<file path="config.mk">
export PLATFORM = sky130hd
export DESIGN_NAME = joystick_valve_command_decoder_top
export DESIGN_NICKNAME = d
export VERILOG_FILES = /design/src/jvcd_pkg.sv /design/src/jvcd_seq.sv /design/src/jvcd_stick.sv /design/src/joystick_valve_command_decoder_top.sv
export SDC_FILE = /design/constraint.sdc
export NUM_CORES = 1
export LEC_CHECK = 0
export BUFFER_PORTS_ARGS = -buffer_cell sky130_fd_sc_hd__buf_2
export CAP_MARGIN = 20
export CORE_MARGIN = 10
export CORE_UTILIZATION = 54
export CTS_BUF_LIST = sky130_fd_sc_hd__clkbuf_4 sky130_fd_sc_hd__clkbuf_8
export DETAILED_ROUTE_END_ITERATION = 7
export PLACE_DENSITY = 0.8
export SKIP_LAST_GASP = 1
export SLEW_MARGIN = 40
export SYNTH_ARGS = -nofsm -noshare
export SYNTH_HDL_FRONTEND = slang
export SYNTH_HIERARCHICAL = 1
export SYNTH_SLANG_ARGS = --single-unit
</file>
<file path="constraint.sdc">
create_clock -name clk -period 4.3 [get_ports clk]
set_clock_uncertainty 0.1 [all_clocks]
set_input_delay 0.86 -clock clk [delete_from_list [all_inputs] [get_ports clk]]
set_output_delay 0.86 -clock clk [all_outputs]
set_load 0.02 [all_outputs]
</file>
<file path="src/jvcd_pkg.sv">
// Shared types, constants and valve tables for the joystick valve command decoder.
package jvcd_pkg;

  typedef logic [16:0] btn_t;
  typedef logic [3:0]  seq_pos_t;
  typedef logic [1:0]  seq_cnt_t;

  localparam int unsigned BTN_L1 = 10;
  localparam int unsigned BTN_R1 = 11;

  localparam btn_t BTN_UP     = 17'h00010;
  localparam btn_t BTN_RIGHT  = 17'h00020;
  localparam btn_t BTN_DOWN   = 17'h00040;
  localparam btn_t BTN_LEFT   = 17'h00080;
  localparam btn_t BTN_CIRCLE = 17'h02000;
  localparam btn_t BTN_CROSS  = 17'h04000;

  localparam logic [2:0] MODE_NONE  = 3'd0;
  localparam logic [2:0] MODE_LEFT  = 3'd1;
  localparam logic [2:0] MODE_RIGHT = 3'd2;
  localparam logic [2:0] MODE_UP    = 3'd3;
  localparam logic [2:0] MODE_DOWN  = 3'd4;

  localparam logic REG_STICK_THRESHOLD  = 1'b0;
  localparam logic REG_MOTION_THRESHOLD = 1'b1;

  localparam logic [6:0] STICK_THRESHOLD_RST  = 7'd100;
  localparam logic [7:0] MOTION_THRESHOLD_RST = 8'd2;

  typedef struct packed {
    logic       change;
    logic       closing;
    logic [2:0] mode;
  } stick_evt_t;

  typedef struct packed {
    logic complete;
    logic dance;
  } seq_evt_t;

  function automatic logic [7:0] left_valves(input logic [2:0] m);
    logic [7:0] v;
    unique case (m)
      MODE_LEFT:  v = 8'h05;
      MODE_RIGHT: v = 8'h0A;
      MODE_UP:    v = 8'h11;
      MODE_DOWN:  v = 8'h22;
      default:    v = 8'h00;
    endcase
    return v;
  endfunction

  function automatic logic [7:0] right_valves(input logic [2:0] m);
    logic [7:0] v;
    unique case (m)
      MODE_LEFT:  v = 8'hA0;
      MODE_RIGHT: v = 8'h50;
      MODE_UP:    v = 8'h44;
      MODE_DOWN:  v = 8'h88;
      default:    v = 8'h00;
    endcase
    return v;
  endfunction

endpackage

</file>
<file path="src/jvcd_seq.sv">
// Ten-step button sequence detector with saturating completion count.
module jvcd_seq (
  input  logic              clk,
  input  logic              rst,
  input  logic              step,
  input  jvcd_pkg::btn_t    rel,
  output jvcd_pkg::seq_evt_t evt
);
  import jvcd_pkg::*;

  seq_pos_t pos, pos_next;
  seq_cnt_t cnt;
  logic     done;
  btn_t     rel_core;

  // Releases above cross come after the final step, so they only clear a position
  // that is already back at zero.
  assign rel_core = {2'b00, rel[14:0]};

  // Codes below the up button never match, and the sequence codes only rise in
  // runs of at most three, so the scan collapses to a few exact-mask compares.
  always_comb begin
    pos_next = '0;
    done     = 1'b0;
    if (rel == '0) begin
      pos_next = pos;
    end else if (|rel[3:0]) begin
      pos_next = (rel[16:4] == 13'h0001) ? 4'd1 : 4'd0;
    end else begin
      unique case (pos)
        4'd0: if (rel == BTN_UP) pos_next = 4'd1;
        4'd1: begin
          if (rel == BTN_UP) pos_next = 4'd2;
          else if (rel == (BTN_UP | BTN_DOWN)) pos_next = 4'd3;
        end
        4'd2: if (rel == BTN_DOWN) pos_next = 4'd3;
        4'd3: begin
          if (rel == BTN_DOWN) pos_next = 4'd4;
          else if (rel == (BTN_DOWN | BTN_LEFT)) pos_next = 4'd5;
        end
        4'd4: if (rel == BTN_LEFT) pos_next = 4'd5;
        4'd5: begin
          if (rel == BTN_RIGHT) pos_next = 4'd6;
          else if (rel == (BTN_RIGHT | BTN_LEFT)) pos_next = 4'd7;
        end
        4'd6: if (rel == BTN_LEFT) pos_next = 4'd7;
        4'd7: begin
          if (rel == BTN_RIGHT) pos_next = 4'd8;
          else if (rel == (BTN_RIGHT | BTN_CIRCLE)) pos_next = 4'd9;
          else if (rel_core == (BTN_RIGHT | BTN_CIRCLE | BTN_CROSS)) done = 1'b1;
        end
        4'd8: begin
          if (rel == BTN_CIRCLE) pos_next = 4'd9;
          else if (rel_core == (BTN_CIRCLE | BTN_CROSS)) done = 1'b1;
        end
        4'd9: if (rel_core == BTN_CROSS) done = 1'b1;
        default: pos_next = '0;
      endcase
    end
  end

  assign evt.complete = done;
  assign evt.dance    = done && (cnt != 2'd0);

  always_ff @(posedge clk) begin
    if (rst) begin
      pos <= '0;
      cnt <= '0;
    end else if (step) begin
      pos <= pos_next;
      if (done && cnt != 2'd2) cnt <= cnt + 2'd1;
    end
  end

endmodule

</file>
<file path="src/jvcd_stick.sv">
// Five-mode hysteresis machine for one stick, gated by motion and arming.
module jvcd_stick (
  input  logic                   clk,
  input  logic                   rst,
  input  logic                   step,
  input  logic                   active,
  input  logic [6:0]             stick_thr,
  input  logic [7:0]             motion_thr,
  input  logic signed [7:0]      x,
  input  logic signed [7:0]      y,
  input  logic signed [7:0]      dx,
  input  logic signed [7:0]      dy,
  output jvcd_pkg::stick_evt_t   evt
);
  import jvcd_pkg::*;

  logic [2:0]        mode, mode_next;
  logic [7:0]        adx, ady;
  logic [8:0]        motion;
  logic              moving;
  logic signed [8:0] xs, ys, tp, tn;
  logic              x_lo, x_hi, y_lo, y_hi;

  assign adx    = dx[7] ? (~dx + 8'd1) : dx;
  assign ady    = dy[7] ? (~dy + 8'd1) : dy;
  assign motion = {1'b0, adx} + {1'b0, ady};
  assign moving = motion > {1'b0, motion_thr};

  assign xs = {x[7], x};
  assign ys = {y[7], y};
  assign tp = $signed({2'b00, stick_thr});
  assign tn = -tp;

  assign x_lo = xs <= tn;
  assign x_hi = xs >= tp;
  assign y_lo = ys <= tn;
  assign y_hi = ys >= tp;

  always_comb begin
    mode_next = mode;
    unique case (mode)
      MODE_NONE: begin
        if (x_lo) mode_next = MODE_LEFT;
        else if (x_hi) mode_next = MODE_RIGHT;
        else if (y_lo) mode_next = MODE_UP;
        else if (y_hi) mode_next = MODE_DOWN;
      end
      MODE_LEFT:  if (!x_lo) mode_next = MODE_NONE;
      MODE_RIGHT: if (!x_hi) mode_next = MODE_NONE;
      MODE_UP:    if (!y_lo) mode_next = MODE_NONE;
      MODE_DOWN:  if (!y_hi) mode_next = MODE_NONE;
      default:    mode_next = mode;
    endcase
  end

  assign evt.change  = active && moving && (mode_next != mode);
  assign evt.closing = (mode_next == MODE_NONE);
  assign evt.mode    = evt.closing ? mode : mode_next;

  always_ff @(posedge clk) begin
    if (rst) begin
      mode <= MODE_NONE;
    end else if (step && active && moving) begin
      mode <= mode_next;
    end
  end

endmodule

</file>
<file path="src/joystick_valve_command_decoder_top.sv">
// An accepted input beat is held in the input register, then in the result register.
// Throughput: one beat per cycle unless the master stalls; both registers advance together.
// The arming, sequence and stick state update in the cycle the input register hands on.
// Reset (rst, synchronous): armed, no stick modes, sequence and count cleared,
// thresholds back to 100 and 2, both registers empty.
module joystick_valve_command_decoder_top (
  input  logic         clk,
  input  logic         rst,
  input  logic         cfg_we,
  input  logic         cfg_addr,
  input  logic [7:0]   cfg_wdata,
  input  logic         s_axis_tvalid,
  output logic         s_axis_tready,
  // buttons_held, buttons_released, left_x, left_y, left_dx, left_dy,
  // right_x, right_y, right_dx, right_dy, 6 bits of zero padding
  input  logic [103:0] s_axis_tdata,
  output logic         m_axis_tvalid,
  input  logic         m_axis_tready,
  // valve_open_mask, valve_close_mask, armed, feedback_request,
  // sequence_complete, dance_request, 4 bits of zero padding
  output logic [23:0]  m_axis_tdata
);
  import jvcd_pkg::*;

  logic [6:0]  stick_thr;
  logic [7:0]  motion_thr;

  logic        in_valid;
  logic [97:0] in_data;
  logic        adv, fire;

  logic        out_valid;
  logic [19:0] out_data;

  logic        armed_flag, armed_next;
  logic        pair_held, both, toggle;

  btn_t        held, rel;
  seq_evt_t    seq_evt;
  stick_evt_t  l_evt, r_evt;
  logic [7:0]  lo, lc, ro, rc, open_mask, close_mask;

  always_ff @(posedge clk) begin
    if (rst) begin
      stick_thr  <= STICK_THRESHOLD_RST;
      motion_thr <= MOTION_THRESHOLD_RST;
    end else if (cfg_we) begin
      unique case (cfg_addr)
        REG_STICK_THRESHOLD:  stick_thr  <= cfg_wdata[6:0];
        REG_MOTION_THRESHOLD: motion_thr <= cfg_wdata;
        default: ;
      endcase
    end
  end

  assign adv           = !out_valid || m_axis_tready;
  assign fire          = in_valid && adv;
  assign s_axis_tready = !in_valid || adv;

  always_ff @(posedge clk) begin
    if (rst) begin
      in_valid <= 1'b0;
    end else if (s_axis_tready) begin
      in_valid <= s_axis_tvalid;
    end
  end

  always_ff @(posedge clk) begin
    if (s_axis_tready && s_axis_tvalid) in_data <= s_axis_tdata[97:0];
  end

  assign held = in_data[16:0];
  assign rel  = in_data[33:17];

  assign both       = held[BTN_L1] && held[BTN_R1];
  assign toggle     = both && !pair_held;
  assign armed_next = armed_flag ^ toggle;

  always_ff @(posedge clk) begin
    if (rst) begin
      armed_flag <= 1'b1;
      pair_held  <= 1'b0;
    end else if (fire) begin
      armed_flag <= armed_next;
      pair_held  <= both;
    end
  end

  jvcd_seq u_seq (
    .clk  (clk),
    .rst  (rst),
    .step (fire),
    .rel  (rel),
    .evt  (seq_evt)
  );

  jvcd_stick u_left (
    .clk        (clk),
    .rst        (rst),
    .step       (fire),
    .active     (armed_next),
    .stick_thr  (stick_thr),
    .motion_thr (motion_thr),
    .x          ($signed(in_data[41:34])),
    .y          ($signed(in_data[49:42])),
    .dx         ($signed(in_data[57:50])),
    .dy         ($signed(in_data[65:58])),
    .evt        (l_evt)
  );

  jvcd_stick u_right (
    .clk        (clk),
    .rst        (rst),
    .step       (fire),
    .active     (armed_next),
    .stick_thr  (stick_thr),
    .motion_thr (motion_thr),
    .x          ($signed(in_data[73:66])),
    .y          ($signed(in_data[81:74])),
    .dx         ($signed(in_data[89:82])),
    .dy         ($signed(in_data[97:90])),
    .evt        (r_evt)
  );

  assign lo = (l_evt.change && !l_evt.closing) ? left_valves(l_evt.mode)  : 8'h00;
  assign lc = (l_evt.change &&  l_evt.closing) ? left_valves(l_evt.mode)  : 8'h00;
  assign ro = (r_evt.change && !r_evt.closing) ? right_valves(r_evt.mode) : 8'h00;
  assign rc = (r_evt.change &&  r_evt.closing) ? right_valves(r_evt.mode) : 8'h00;

  // right stick wins
  assign open_mask  = (lo & ~rc) | ro;
  assign close_mask = (lc & ~ro) | rc;

  always_ff @(posedge clk) begin
    if (rst) begin
      out_valid <= 1'b0;
    end else if (adv) begin
      out_valid <= in_valid;
    end
  end

  always_ff @(posedge clk) begin
    if (fire) begin
      out_data <= {seq_evt.dance, seq_evt.complete, toggle, armed_next,
                   close_mask, open_mask};
    end
  end

  assign m_axis_tvalid = out_valid;
  assign m_axis_tdata  = {4'b0000, out_data};

endmodule

</file>
==> results of run 1 <==
==> critical path: cells and delay by family (launching register included) <==
family	cells	cell delay (ps)
AOI/OAI and AO/OA	11	1730
and+or+nand+nor	5	850
adders and majority gates	3	780
DFF	1	430
buffers and inverters	1	110
xor gates and xnor gates	1	90
==> cell usage in the layout, fill, tap and decap left out, drive strengths merged, types with 8 or more instances in the layout <==
cell / instances
clkbuf: 17
o31ai: 9
or2: 9
xnor2: 31
nor4: 14
nor2b: 13
buf: 182
nand2b: 19
dfxtp: 31
o21ai: 40
nand4: 12
ha: 91
a21o: 10
a211oi: 12
nor2: 42
nor3: 23
inv: 72
xor2: 11
or3: 13
a21oi: 47
a31oi: 8
o21bai: 13
edfxtp: 103
nand3: 20
nand2: 76
nor3b: 8
and3: 9
==> flip-flops by register name, summed over array words and instances, names as in the netlist <==
register	flops
armed_flag	1
in_data	83
in_valid	1
m_axis_tvalid	1
motion_thr	8
out_data	20
pair_held	1
stick_thr	7
u_left/mode	3
u_right/mode	3
u_seq/cnt	2
u_seq/pos	4
==> where the power goes <==
group / internal [W] / total [W] / switching, W
clock: 0.000705 / 0.00125 / 0.000542
combinational: 0.000564 / 0.00118 / 0.000618
sequential: 0.00148 / 0.00155 / 0.0000697
total: 0.00275 / 0.00398 / 0.00123
==> stage by stage <==
stage	worst slack, ps	power [W]	std cells
detailed placement	-212	0.00265	1259
CTS	-22.6	0.00393	1295
floorplan	114	0.00229	887
finish	-37.4	0.00398	1298
global placement	-83.9	0.00261	1259
global route	-256	0.00420	1298
==> final cells by class <==
class                      instances  area [um2]  share of cell area, %
tap                              220         275                   2.52
multi-input combinational        663        5130                   46.9
timing repair buffer             182        1080                   9.92
sequential                       134        3710                   34.0
clock buffer                      17         234                   2.14
clock inverter                    15         239                   2.19
inverter                          67         256                   2.35
==> synthesized netlist by cell type (all sizes together) (10+ instances only) <==
| master | instances |
|---|---|
| a211oi | 12 |
| a21o | 10 |
| a21oi | 47 |
| buf | 11 |
| clkbuf | 12 |
| dfxtp | 31 |
| edfxtp | 103 |
| ha | 91 |
| inv | 66 |
| nand2 | 76 |
| nand2b | 19 |
| nand3 | 20 |
| nand4 | 12 |
| nor2 | 42 |
| nor2b | 13 |
| nor3 | 23 |
| nor4 | 14 |
| o21ai | 40 |
| o21bai | 13 |
| or3 | 13 |
| xnor2 | 31 |
| xor2 | 11 |
==> per-layer routing <==
metal,vias up,part of all wire (%),global-route usage [%]
li1,3692,-,-
met1,3512,44,23.4
met2,260,49,30.9
met3,30,5.5,4.16
met4,0,1.6,6.28
met5,-,0,0
==> logic make-up after synthesis <==
family                   synth area share (%)
flip-flops                               41.2
adder cells (fa/ha/maj)                  13.2
buffers and inverters                    4.25
AO/OA/AOI/OAI                            16.8
other                                  0.0416
XOR/XNOR                                 4.33
AND/OR/NAND/NOR                          19.7
multiplexers                            0.444
==> timing repair <==
| item | in CTS | in global routing |
|---|---|---|
| pin swaps | 15 | 28 |
| setup endpoints to repair | 15 | 19 |
| resized for setup | 19 | 27 |
| setup buffers | 4 | 3 |
==> final timing paths <==
kind                                       to  slack (ps)           from  depth (start not counted)
worst min register to register  motion_thr[4]         380  motion_thr[4]                          2
worst min-delay path            motion_thr[4]         380  motion_thr[4]                          2
worst max-delay path             out_data[12]         -40    in_data[90]                         21
worst max register to register   out_data[12]         -40    in_data[90]                         21
==> qor_table.md, run 1 <==
| Stage | Parameter | Reported |
|:---|:---|:---|
| status | Status | finished, violations left |
| status | Violations in the final reports | negative setup slack |
| floorplanning | Core ar. | 0.0165 mm2 |
| detailed routing | Average wire per cell in the routed design | 16.3 um |
| global routing | Largest net degree at the start of global routing | 56 |
| pwr | Worst VDD drop | 244 uV |
| global routing | Number of antenna violations at the first check in global routing | 0 |
| detailed routing | Per-cell via count in the routed design | 5.77 |
| sta | Final setup fails | 4 |
| synthesis | Dominant synthesized flop cell | sky130_fd_sc_hd__edfxtp_1 |
| worst setup path | Setup CP Type | flop to flop |
| sta | Final Hold Slack | 380 ps |
| floorplanning | I/O pin count | 144 |
| cells and area | Layout cells sized above 1 | 27.3% |
| clock tree | Worst skew pair latency | 460 ps |
| detailed routing | Starting DRC count in detailed routing | 585 |
| place | Area post-placement | 0.0102 mm2 |
| clock tree | Number of buffers added by the clock tree synthesis step | 17 |
| detailed routing | Antenna-violating nets left | 0 |
| floorplanning | Floorplan row count | 47 |
| synthesis | Main area contributors after synthesis | sky130_fd_sc_hd__edfxtp_1, sky130_fd_sc_hd__ha_1, sky130_fd_sc_hd__dfxtp_1 |
| global routing | Aggregate global-route resource usage | 18.6% |
| sta | Tcrit/Tclk final | 101% |
| sta | Setup Total Neg Slack | -82.3 ps |
| place | Weighted congestion at the end of routability-driven global placement | 0.899 |
| synthesis | Number of standard cells after synthesis | 884 |
| detailed routing | Number of remaining DRC errors | 0 |
| cells and area | Synthesis-to-finish area growth | 21.3% |
| clock tree | Buffer cell driving the clock tree root | sky130_fd_sc_hd__clkbuf_8 |
| worst setup path | Largest fanout on the critical path | 5 |
| synthesis | Total number of yosys warnings | 6 |
| floorplanning | Y dimension of the die | 149 um |
| place | Detailed placer's ending HPWL | 16,000 um |
| clock tree | Depth of the CTS H-tree | 4 |
| detailed routing | Total via count in the routed design | 7,494 |
| worst setup path | Cell-by-cell trace of the critical path | inv_2, ha_4, nand2_2, o21ai_2, ha_1, a21o_1, a21oi_2, o21bai_1, a21oi_2, o21bai_1, a21oi_1, xnor2_1, ha_1, nand4_1, or2_4, a21o_1, nor3_2, o32a_1, a211oi_4, and4bb_2, a22o_1 |
| clock tree | Clock slew seen by the registers of the worst setup and hold paths | 80 ps |
| sta | Highest clock rate | 231 MHz |
| floorplanning | Initial core utilization | 54.7% |
| cells and area | Post-route cell area | 0.0109 mm2 |
| cells and area | Net count reported at finish | 1,276 |
| synthesis | Area share of the largest cell type after synthesis | 34.3% |
| cells and area | Diode insertion count for antenna repair | 0 |
| clock tree | Number of sinks handled by clock tree synthesis | 134 |
| pwr | Leakage dissipation | 4.51 nW |
| worst setup path | Master of the slowest instance on the critical path | sky130_fd_sc_hd__edfxtp_1 |
| worst setup path | Kind of start point of the critical path | flop |
| synthesis | Portion of the post-synthesis area used by sequential elements | 41.2% |
| synthesis | Cell variety after synth | 102 |
| global routing | Total congestion overflow after global routing | 0 |
| sta | Tmin final | 4340 ps |
| worst setup path | Required time reported for the critical path endpoint | 4410 ps |
| pwr | Cell Pwr Density | 364 mW/mm2 |
| synthesis | Async set-reset flop share out of synthesis | 0% |
| sta | Setup repair after global routing missed its margin | yes |
| detailed routing | Number of iterations in the first detailed-routing pass | 5 |
| job | Count of max-cap constraint violations | 0 |
| clock tree | Number of hold-repair buffers added at the cts stage | 0 |
| worst setup path | Delay of the slowest critical-path stage | 430 ps |
| min path | Classification of the worst-slack hold path | flop to flop |
| global routing | Vias in the first global route | 7,246 |
| detailed routing | Total Routed Length | 21,100 um |
| synthesis | Post-synth top area cell | sky130_fd_sc_hd__edfxtp_1 |
| global routing | Global-route wire length before repair | 34,000 um |
| sta | Relative max-transition margin | 55.3% |
| floorplanning | Die ar. | 0.0223 mm2 |
| clock tree | CTS tree | yes |
| worst setup path | Type of destination of the critical path | flop |
| sta | Post-layout worst setup margin | -37.4 ps |
| sta | Slew Limit Fails | 0 |
| synthesis | Netlist area before placement | 0.00901 mm2 |
| synthesis | Synthesized area divided by synthesized cell count | 10.2 um2 |
| clock tree | Maximum count of clock buffers along a single path | 2 |
| synthesis | Post-synth EDFFs | 103 |
| sta | Final-report hold violation count | 0 |
| cells and area | Post-Route Utilization | 66.4% |
| cells and area | Filler cell count in the final layout | 1,282 |
| floorplanning | Die Span X | 149 um |
| place | Number of I/O port buffers | 118 |
| sta | Pin slew with the least headroom to its limit | 668 ps |
| synthesis | Post-synthesis sequential element count | 134 |
| worst setup path | Crit path arrival time | 4450 ps |
No activity file was read; power rests on OpenSTA's default activity.
==> inputs of run 2 (changes only) <==
Settings changed: SKIP_CTS_REPAIR_TIMING set to 1.
==> qor_table.md, run 2 (same netlist as run 1, synthesis figures left out) <==
| Stage | Parameter | Reported |
|:---|:---|:---|
| floorplanning | Die Span X | 149 um |
| cells and area | Layout cells sized above 1 | 27.7% |
| status | Status | finished, violations left |
| clock tree | CTS tree | yes |
| pwr | Leakage dissipation | 4.52 nW |
| detailed routing | Total Routed Length | 21,500 um |
| clock tree | Maximum count of clock buffers along a single path | 2 |
| clock tree | Number of sinks handled by clock tree synthesis | 134 |
| floorplanning | Core ar. | 0.0165 mm2 |
| clock tree | Buffer cell driving the clock tree root | sky130_fd_sc_hd__clkbuf_8 |
| detailed routing | Average wire per cell in the routed design | 16.5 um |
| place | Weighted congestion at the end of routability-driven global placement | 0.899 |
| sta | Relative max-transition margin | 55.4% |
| pwr | Worst VDD drop | 244 uV |
| cells and area | Leading cell type in the layout, fill and taps excluded | sky130_fd_sc_hd__buf_2 |
| pwr | Cell Pwr Density | 365 mW/mm2 |
| worst setup path | Crit path arrival time | 4550 ps |
| sta | Final setup fails | 10 |
| global routing | Number of antenna violations at the first check in global routing | 0 |
| sta | Setup repair after global routing missed its margin | yes |
| sta | Setup Total Neg Slack | -673 ps |
| cells and area | Largest register FFs | 83 |
| clock tree | Clock slew seen by the registers of the worst setup and hold paths | 80 ps |
| global routing | Vias in the first global route | 7,199 |
| clock tree | Depth of the CTS H-tree | 4 |
| cells and area | Post-route cell area | 0.0110 mm2 |
| status | Violations in the final reports | negative setup slack |
| clock tree | Worst skew pair latency | 460 ps |
| cells and area | Synthesis-to-finish area growth | 21.8% |
| detailed routing | Starting DRC count in detailed routing | 550 |
| clock tree | Number of buffers added by the clock tree synthesis step | 17 |
| cells and area | Registers with the most flip-flops | in_data: 83 flops, out_data: 20 flops, motion_thr: 8 flops |
| place | Area post-placement | 0.0102 mm2 |
| min path | Classification of the worst-slack hold path | flop to flop |
| detailed routing | Per-cell via count in the routed design | 5.84 |
| floorplanning | Initial core utilization | 54.7% |
| worst setup path | Largest fanout on the critical path | 5 |
| worst setup path | Worst-case register-to-register setup slack | -130 ps |
| cells and area | Net count reported at finish | 1,278 |
| floorplanning | Y dimension of the die | 149 um |
| cells and area | Top library cells by usage in the layout, fill and taps aside | sky130_fd_sc_hd__buf_2, sky130_fd_sc_hd__edfxtp_1, sky130_fd_sc_hd__ha_1, sky130_fd_sc_hd__nand2_1, sky130_fd_sc_hd__buf_4 |
| worst setup path | Type of destination of the critical path | flop |
| global routing | Aggregate global-route resource usage | 18.5% |
| sta | Tcrit/Tclk final | 103% |
| global routing | Largest net degree at the start of global routing | 56 |
| worst setup path | Required time reported for the critical path endpoint | 4420 ps |
| worst setup path | Kind of start point of the critical path | flop |
| sta | Slew Limit Fails | 0 |
| sta | Final-report hold violation count | 0 |
| cells and area | Filler cell count in the final layout | 1,275 |
| sta | Tmin final | 4430 ps |
| cells and area | Diode insertion count for antenna repair | 0 |
| sta | Highest clock rate | 226 MHz |
| place | Post-place setup slack | -212 ps |
| detailed routing | Number of iterations in the first detailed-routing pass | 5 |
| global routing | Total congestion overflow after global routing | 0 |
| global routing | Global-route wire length before repair | 33,800 um |
| floorplanning | Die ar. | 0.0223 mm2 |
| detailed routing | Total via count in the routed design | 7,591 |
| job | Count of max-cap constraint violations | 0 |
| cells and area | Largest register by flop count | in_data |
| detailed routing | Number of remaining DRC errors | 0 |
| place | Detailed placer's ending HPWL | 16,000 um |
| floorplanning | I/O pin count | 144 |
| worst setup path | Setup CP Type | flop to flop |
| sta | Post-layout worst setup margin | -130 ps |
| place | Number of I/O port buffers | 118 |
| sta | Pin slew with the least headroom to its limit | 665 ps |
| detailed routing | Antenna-violating nets left | 0 |
| cells and area | Post-Route Utilization | 66.7% |
| floorplanning | Floorplan row count | 47 |
[run 2: changes by cell type in the layout (fill, tap and decap cells not counted), moves of 2 or more]
cell                      change
sky130_fd_sc_hd__o21ai_1      -2
sky130_fd_sc_hd__nor4b_1      -2
sky130_fd_sc_hd__and3_4       +2
sky130_fd_sc_hd__buf_4        +2
sky130_fd_sc_hd__nor4b_4      +2
sky130_fd_sc_hd__o22ai_2      -2
sky130_fd_sc_hd__and3_1       -2
sky130_fd_sc_hd__o22ai_1      +2
[run 2: critical path, stage by stage (launching register included)]
cell and delay [ps]:
sky130_fd_sc_hd__edfxtp_1 370, sky130_fd_sc_hd__inv_1 140, sky130_fd_sc_hd__ha_4 230, sky130_fd_sc_hd__nand2_2 60, sky130_fd_sc_hd__o21ai_2 70, sky130_fd_sc_hd__ha_1 290, sky130_fd_sc_hd__a21o_1 190, sky130_fd_sc_hd__a21oi_2 160
sky130_fd_sc_hd__o21bai_1 130, sky130_fd_sc_hd__a21oi_2 170, sky130_fd_sc_hd__o21bai_1 110, sky130_fd_sc_hd__a21oi_1 190, sky130_fd_sc_hd__xnor2_1 100, sky130_fd_sc_hd__ha_1 300, sky130_fd_sc_hd__nand4_1 80, sky130_fd_sc_hd__or2_4 240
sky130_fd_sc_hd__a21o_1 190, sky130_fd_sc_hd__nor3_2 210, sky130_fd_sc_hd__o32a_1 270, sky130_fd_sc_hd__a211oi_4 80, sky130_fd_sc_hd__and4bb_2 290, sky130_fd_sc_hd__a22o_1 210
[run 2: final timing paths]
path,startpoint,end,depth (start not counted)
worst max register to register,in_data[91],out_data[12],21
worst min-delay path,motion_thr[7],motion_thr[7],2
worst max-delay path,in_data[91],out_data[12],21
worst min register to register,motion_thr[7],motion_thr[7],2
[run 2: routing by layer]
metal / global-route usage [%] / part of all wire, % / up-vias
met2: 30.6 / 50 / 285
met1: 23.3 / 43 / 3572
met4: 6.28 / 1.7 / 0
met3: 4.16 / 5.9 / 38
li1: - / - / 3696
met5: 0 / 0 / -
[run 2: report_power, final]
| part | internal (W) | total, W | switching [W] | leakage [nW] |
|---|---|---|---|---|
| clock network | 0.000705 | 0.00125 | 0.000544 | 0.228 |
| logic | 0.000576 | 0.00121 | 0.000633 | 3.03 |
| registers | 0.00148 | 0.00155 | 0.0000699 | 1.26 |
| total | 0.00276 | 0.00401 | 0.00125 | 4.52 |
[run 2: stage by stage]
stage          power, W  instances  hold slack, ps
2_1_floorplan   0.00229        887             348
3_3_place_gp    0.00261       1259             356
3_5_place_dp    0.00265       1259             374
4_1_cts         0.00390       1291             385
5_1_grt         0.00422       1300             405
6_report        0.00401       1300             381
[run 2: area by class of cell]
type | count | area, um2 | area share (%)
clock buffer | 17 | 234 | 2.13
clock inverter | 15 | 239 | 2.18
inverter | 67 | 256 | 2.34
multi-input combinational | 663 | 5160 | 47.0
sequential | 134 | 3710 | 33.8
tap | 220 | 275 | 2.51
timing repair buffer | 184 | 1100 | 10.0
==> inputs of run 3 (changes only) <==
Settings changed: CELL_PAD_IN_SITES_DETAIL_PLACEMENT set to 1, CELL_PAD_IN_SITES_GLOBAL_PLACEMENT set to 2, CORE_UTILIZATION 54 to 34, PLACE_DENSITY 0.8 to not set, PLACE_DENSITY_LB_ADDON set to 0.1.
==> qor_table.md, run 3 (same netlist as run 1, synthesis figures left out) <==
| Stage | Parameter | Reported |
|:---|:---|:---|
| job | Count of max-cap constraint violations | 0 |
| cells and area | Leading cell type in the layout, fill and taps excluded | sky130_fd_sc_hd__buf_2 |
| worst setup path | Crit path arrival time | 4480 ps |
| worst setup path | Kind of start point of the critical path | flop |
| cells and area | Layout cells sized above 1 | 30.1% |
| place | Detailed placer's ending HPWL | 19,400 um |
| cells and area | Synthesis-to-finish area growth | 25.1% |
| clock tree | Maximum count of clock buffers along a single path | 2 |
| floorplanning | Floorplan row count | 59 |
| detailed routing | Average wire per cell in the routed design | 17.1 um |
| floorplanning | Die Span X | 183 um |
| worst setup path | Worst setup path startpoint | in_data[82] |
| sta | Pin slew with the least headroom to its limit | 659 ps |
| detailed routing | Total via count in the routed design | 7,418 |
| worst setup path | Number of buffer and inverter instances along the worst setup path | 6 |
| pwr | Cell Pwr Density | 350 mW/mm2 |
| sta | Final-report hold violation count | 0 |
| min path | Classification of the worst-slack hold path | flop to flop |
| worst setup path | Logic depth of the worst setup path including buffers | 21 |
| pwr | Worst VDD drop | 174 uV |
| clock tree | Number of sinks handled by clock tree synthesis | 134 |
| cells and area | Diode insertion count for antenna repair | 0 |
| clock tree | Depth of the CTS H-tree | 4 |
| pwr | Total power draw | 0.00395 W |
| sta | Tmin final | 4300 ps |
| sta | Tcrit/Tclk final | 100% |
| global routing | Largest net degree at the start of global routing | 34 |
| worst setup path | Launch point of the worst reg-to-reg path | in_data[82] |
| floorplanning | Initial core utilization | 34.6% |
| floorplanning | Die ar. | 0.0334 mm2 |
| sta | Slew Limit Fails | 0 |
| worst setup path | Cell-by-cell trace of the critical path | buf_6, or3_4, nand2_4, xnor2_2, ha_1, inv_2, o21bai_1, a21oi_2, buf_4, buf_4, xnor2_1, ha_1, o21ai_0, a21oi_1, nor3_1, o32a_1, a211oi_4, buf_4, nand4bb_1, buf_4, o22ai_1 |
| floorplanning | Y dimension of the die | 183 um |
| clock tree | Number of buffers added by the clock tree synthesis step | 17 |
| worst setup path | Delay of the slowest critical-path stage | 440 ps |
| worst setup path | Number of cells on the worst reg-to-reg path | 21 |
| sta | Relative max-transition margin | 56.1% |
| cells and area | Largest register FFs | 83 |
| worst setup path | Capture point of the worst path | out_data[13] |
| clock tree | Clock slew seen by the registers of the worst setup and hold paths | 90 ps |
| detailed routing | Per-cell via count in the routed design | 5.15 |
| cells and area | Registers with the most flip-flops | in_data: 83 flops, out_data: 20 flops, motion_thr: 8 flops |
| sta | Post-layout worst setup margin | -4.90 ps |
| detailed routing | Antenna-violating nets left | 0 |
| worst setup path | Most frequent CP cell | sky130_fd_sc_hd__buf_4 |
| worst setup path | Setup CP Type | flop to flop |
| place | Number of I/O port buffers | 118 |
| clock tree | CTS tree | yes |
| worst setup path | Master of the slowest instance on the critical path | sky130_fd_sc_hd__edfxtp_1 |
| sta | Final Hold Slack | 389 ps |
| floorplanning | I/O pin count | 144 |
| clock tree | Worst skew pair latency | 450 ps |
| worst setup path | Critical path's top delay family | compound AO/OA/AOI/OAI gates |
| min path | Hold Startpoint | motion_thr[6] |
| sta | Final setup fails | 1 |
| cells and area | Net count reported at finish | 1,303 |
| cells and area | Top library cells by usage in the layout, fill and taps aside | sky130_fd_sc_hd__buf_2, sky130_fd_sc_hd__edfxtp_1, sky130_fd_sc_hd__ha_1, sky130_fd_sc_hd__buf_4, sky130_fd_sc_hd__nand2_1 |
| global routing | Number of antenna violations at the first check in global routing | 0 |
| status | Violations in the final reports | negative setup slack |
| global routing | Vias in the first global route | 7,982 |
| cells and area | Largest register by flop count | in_data |
| sta | Setup repair after global routing missed its margin | yes |
| detailed routing | Total Routed Length | 24,700 um |
| clock tree | Buffer cell driving the clock tree root | sky130_fd_sc_hd__clkbuf_8 |
| global routing | Global-route wire length before repair | 40,100 um |
| detailed routing | Number of remaining DRC errors | 0 |
| floorplanning | Core ar. | 0.0261 mm2 |
| worst setup path | Type of destination of the critical path | flop |
| sta | Highest clock rate | 232 MHz |
| detailed routing | Starting DRC count in detailed routing | 389 |
| place | Weighted congestion at the end of routability-driven global placement | 0.809 |
| global routing | Aggregate global-route resource usage | 14.5% |
| worst setup path | Required time reported for the critical path endpoint | 4480 ps |
| worst setup path | RR Endpoint | out_data[13] |
| pwr | Leakage dissipation | 4.63 nW |
| worst setup path | Largest fanout on the critical path | 4 |
| worst setup path | Worst-case register-to-register setup slack | -5 ps |
| global routing | Total congestion overflow after global routing | 0 |
| detailed routing | Number of iterations in the first detailed-routing pass | 4 |
| status | Status | finished, violations left |
## run 3: cell count changes in the layout (fill, tap and decap cells not counted), moves of 3 or more
cell / change
sky130_fd_sc_hd__inv_1: -5
sky130_fd_sc_hd__buf_6: +4
sky130_fd_sc_hd__inv_2: +5
sky130_fd_sc_hd__bufinv_16: -3
sky130_fd_sc_hd__buf_4: +22
## run 3: worst min path at each step
stage | end | slack, ps | cells past startpoint
after global placement | pair_held | 360 | 2
after CTS | motion_thr[7] | 400 | 2
final | motion_thr[6] | 390 | 2
after global routing | motion_thr[5] | 420 | 2
after detailed placement | motion_thr[7] | 390 | 2
after floorplan | pair_held | 350 | 2
## run 3: per-stage QoR
| stage | instance area, um2 | worst slack [ps] | instances | util, % | setup TNS (ps) |
|---|---|---|---|---|---|
| global route | 11300 | -260 | 1440 | 43.3 | -2260 |
| floorplan | 9030 | 114 | 887 | - | 0 |
| CTS | 10900 | -230 | 1428 | 41.9 | -1900 |
| detailed placement | 10500 | -205 | 1396 | 40.3 | -1560 |
| global placement | 10500 | -140 | 1396 | 40.3 | -780 |
| finish | 11300 | -4.90 | 1440 | 43.3 | -4.90 |
## run 3: layout make-up
type	count	area, um2
Timing Repair Buffer	209	1290
Fill cell	2972	14800
Sequential cell	134	3710
Tap cell	335	419
Inverter	67	256
Clock inverter	13	146
Clock buffer	19	255
Multi-Input combinational cell	663	5190
## run 3: metal layers
layer / wire (um) / global-route usage [%] / part of all wire, % / up-vias
met3: 767 / 2.68 / 3.1 / 10
met1: 12000 / 19.3 / 49 / 3567
li1: - / - / - / 3744
met4: 180 / 3.20 / 0.73 / 0
met5: 0 / 0 / 0 / -
met2: 11700 / 24.0 / 47 / 97
## run 3: tightest hold or removal path: stages, from the launching register on
cell,delay (ps)
sky130_fd_sc_hd__dfxtp_1,330
sky130_fd_sc_hd__nand2_1,60
sky130_fd_sc_hd__a21oi_1,50
## run 3: report_power, final
group / switching (W) / total, W / internal, W
logic: 0.000646 / 0.00127 / 0.000625
clock network: 0.000568 / 0.00111 / 0.000547
registers: 0.0000774 / 0.00156 / 0.00148
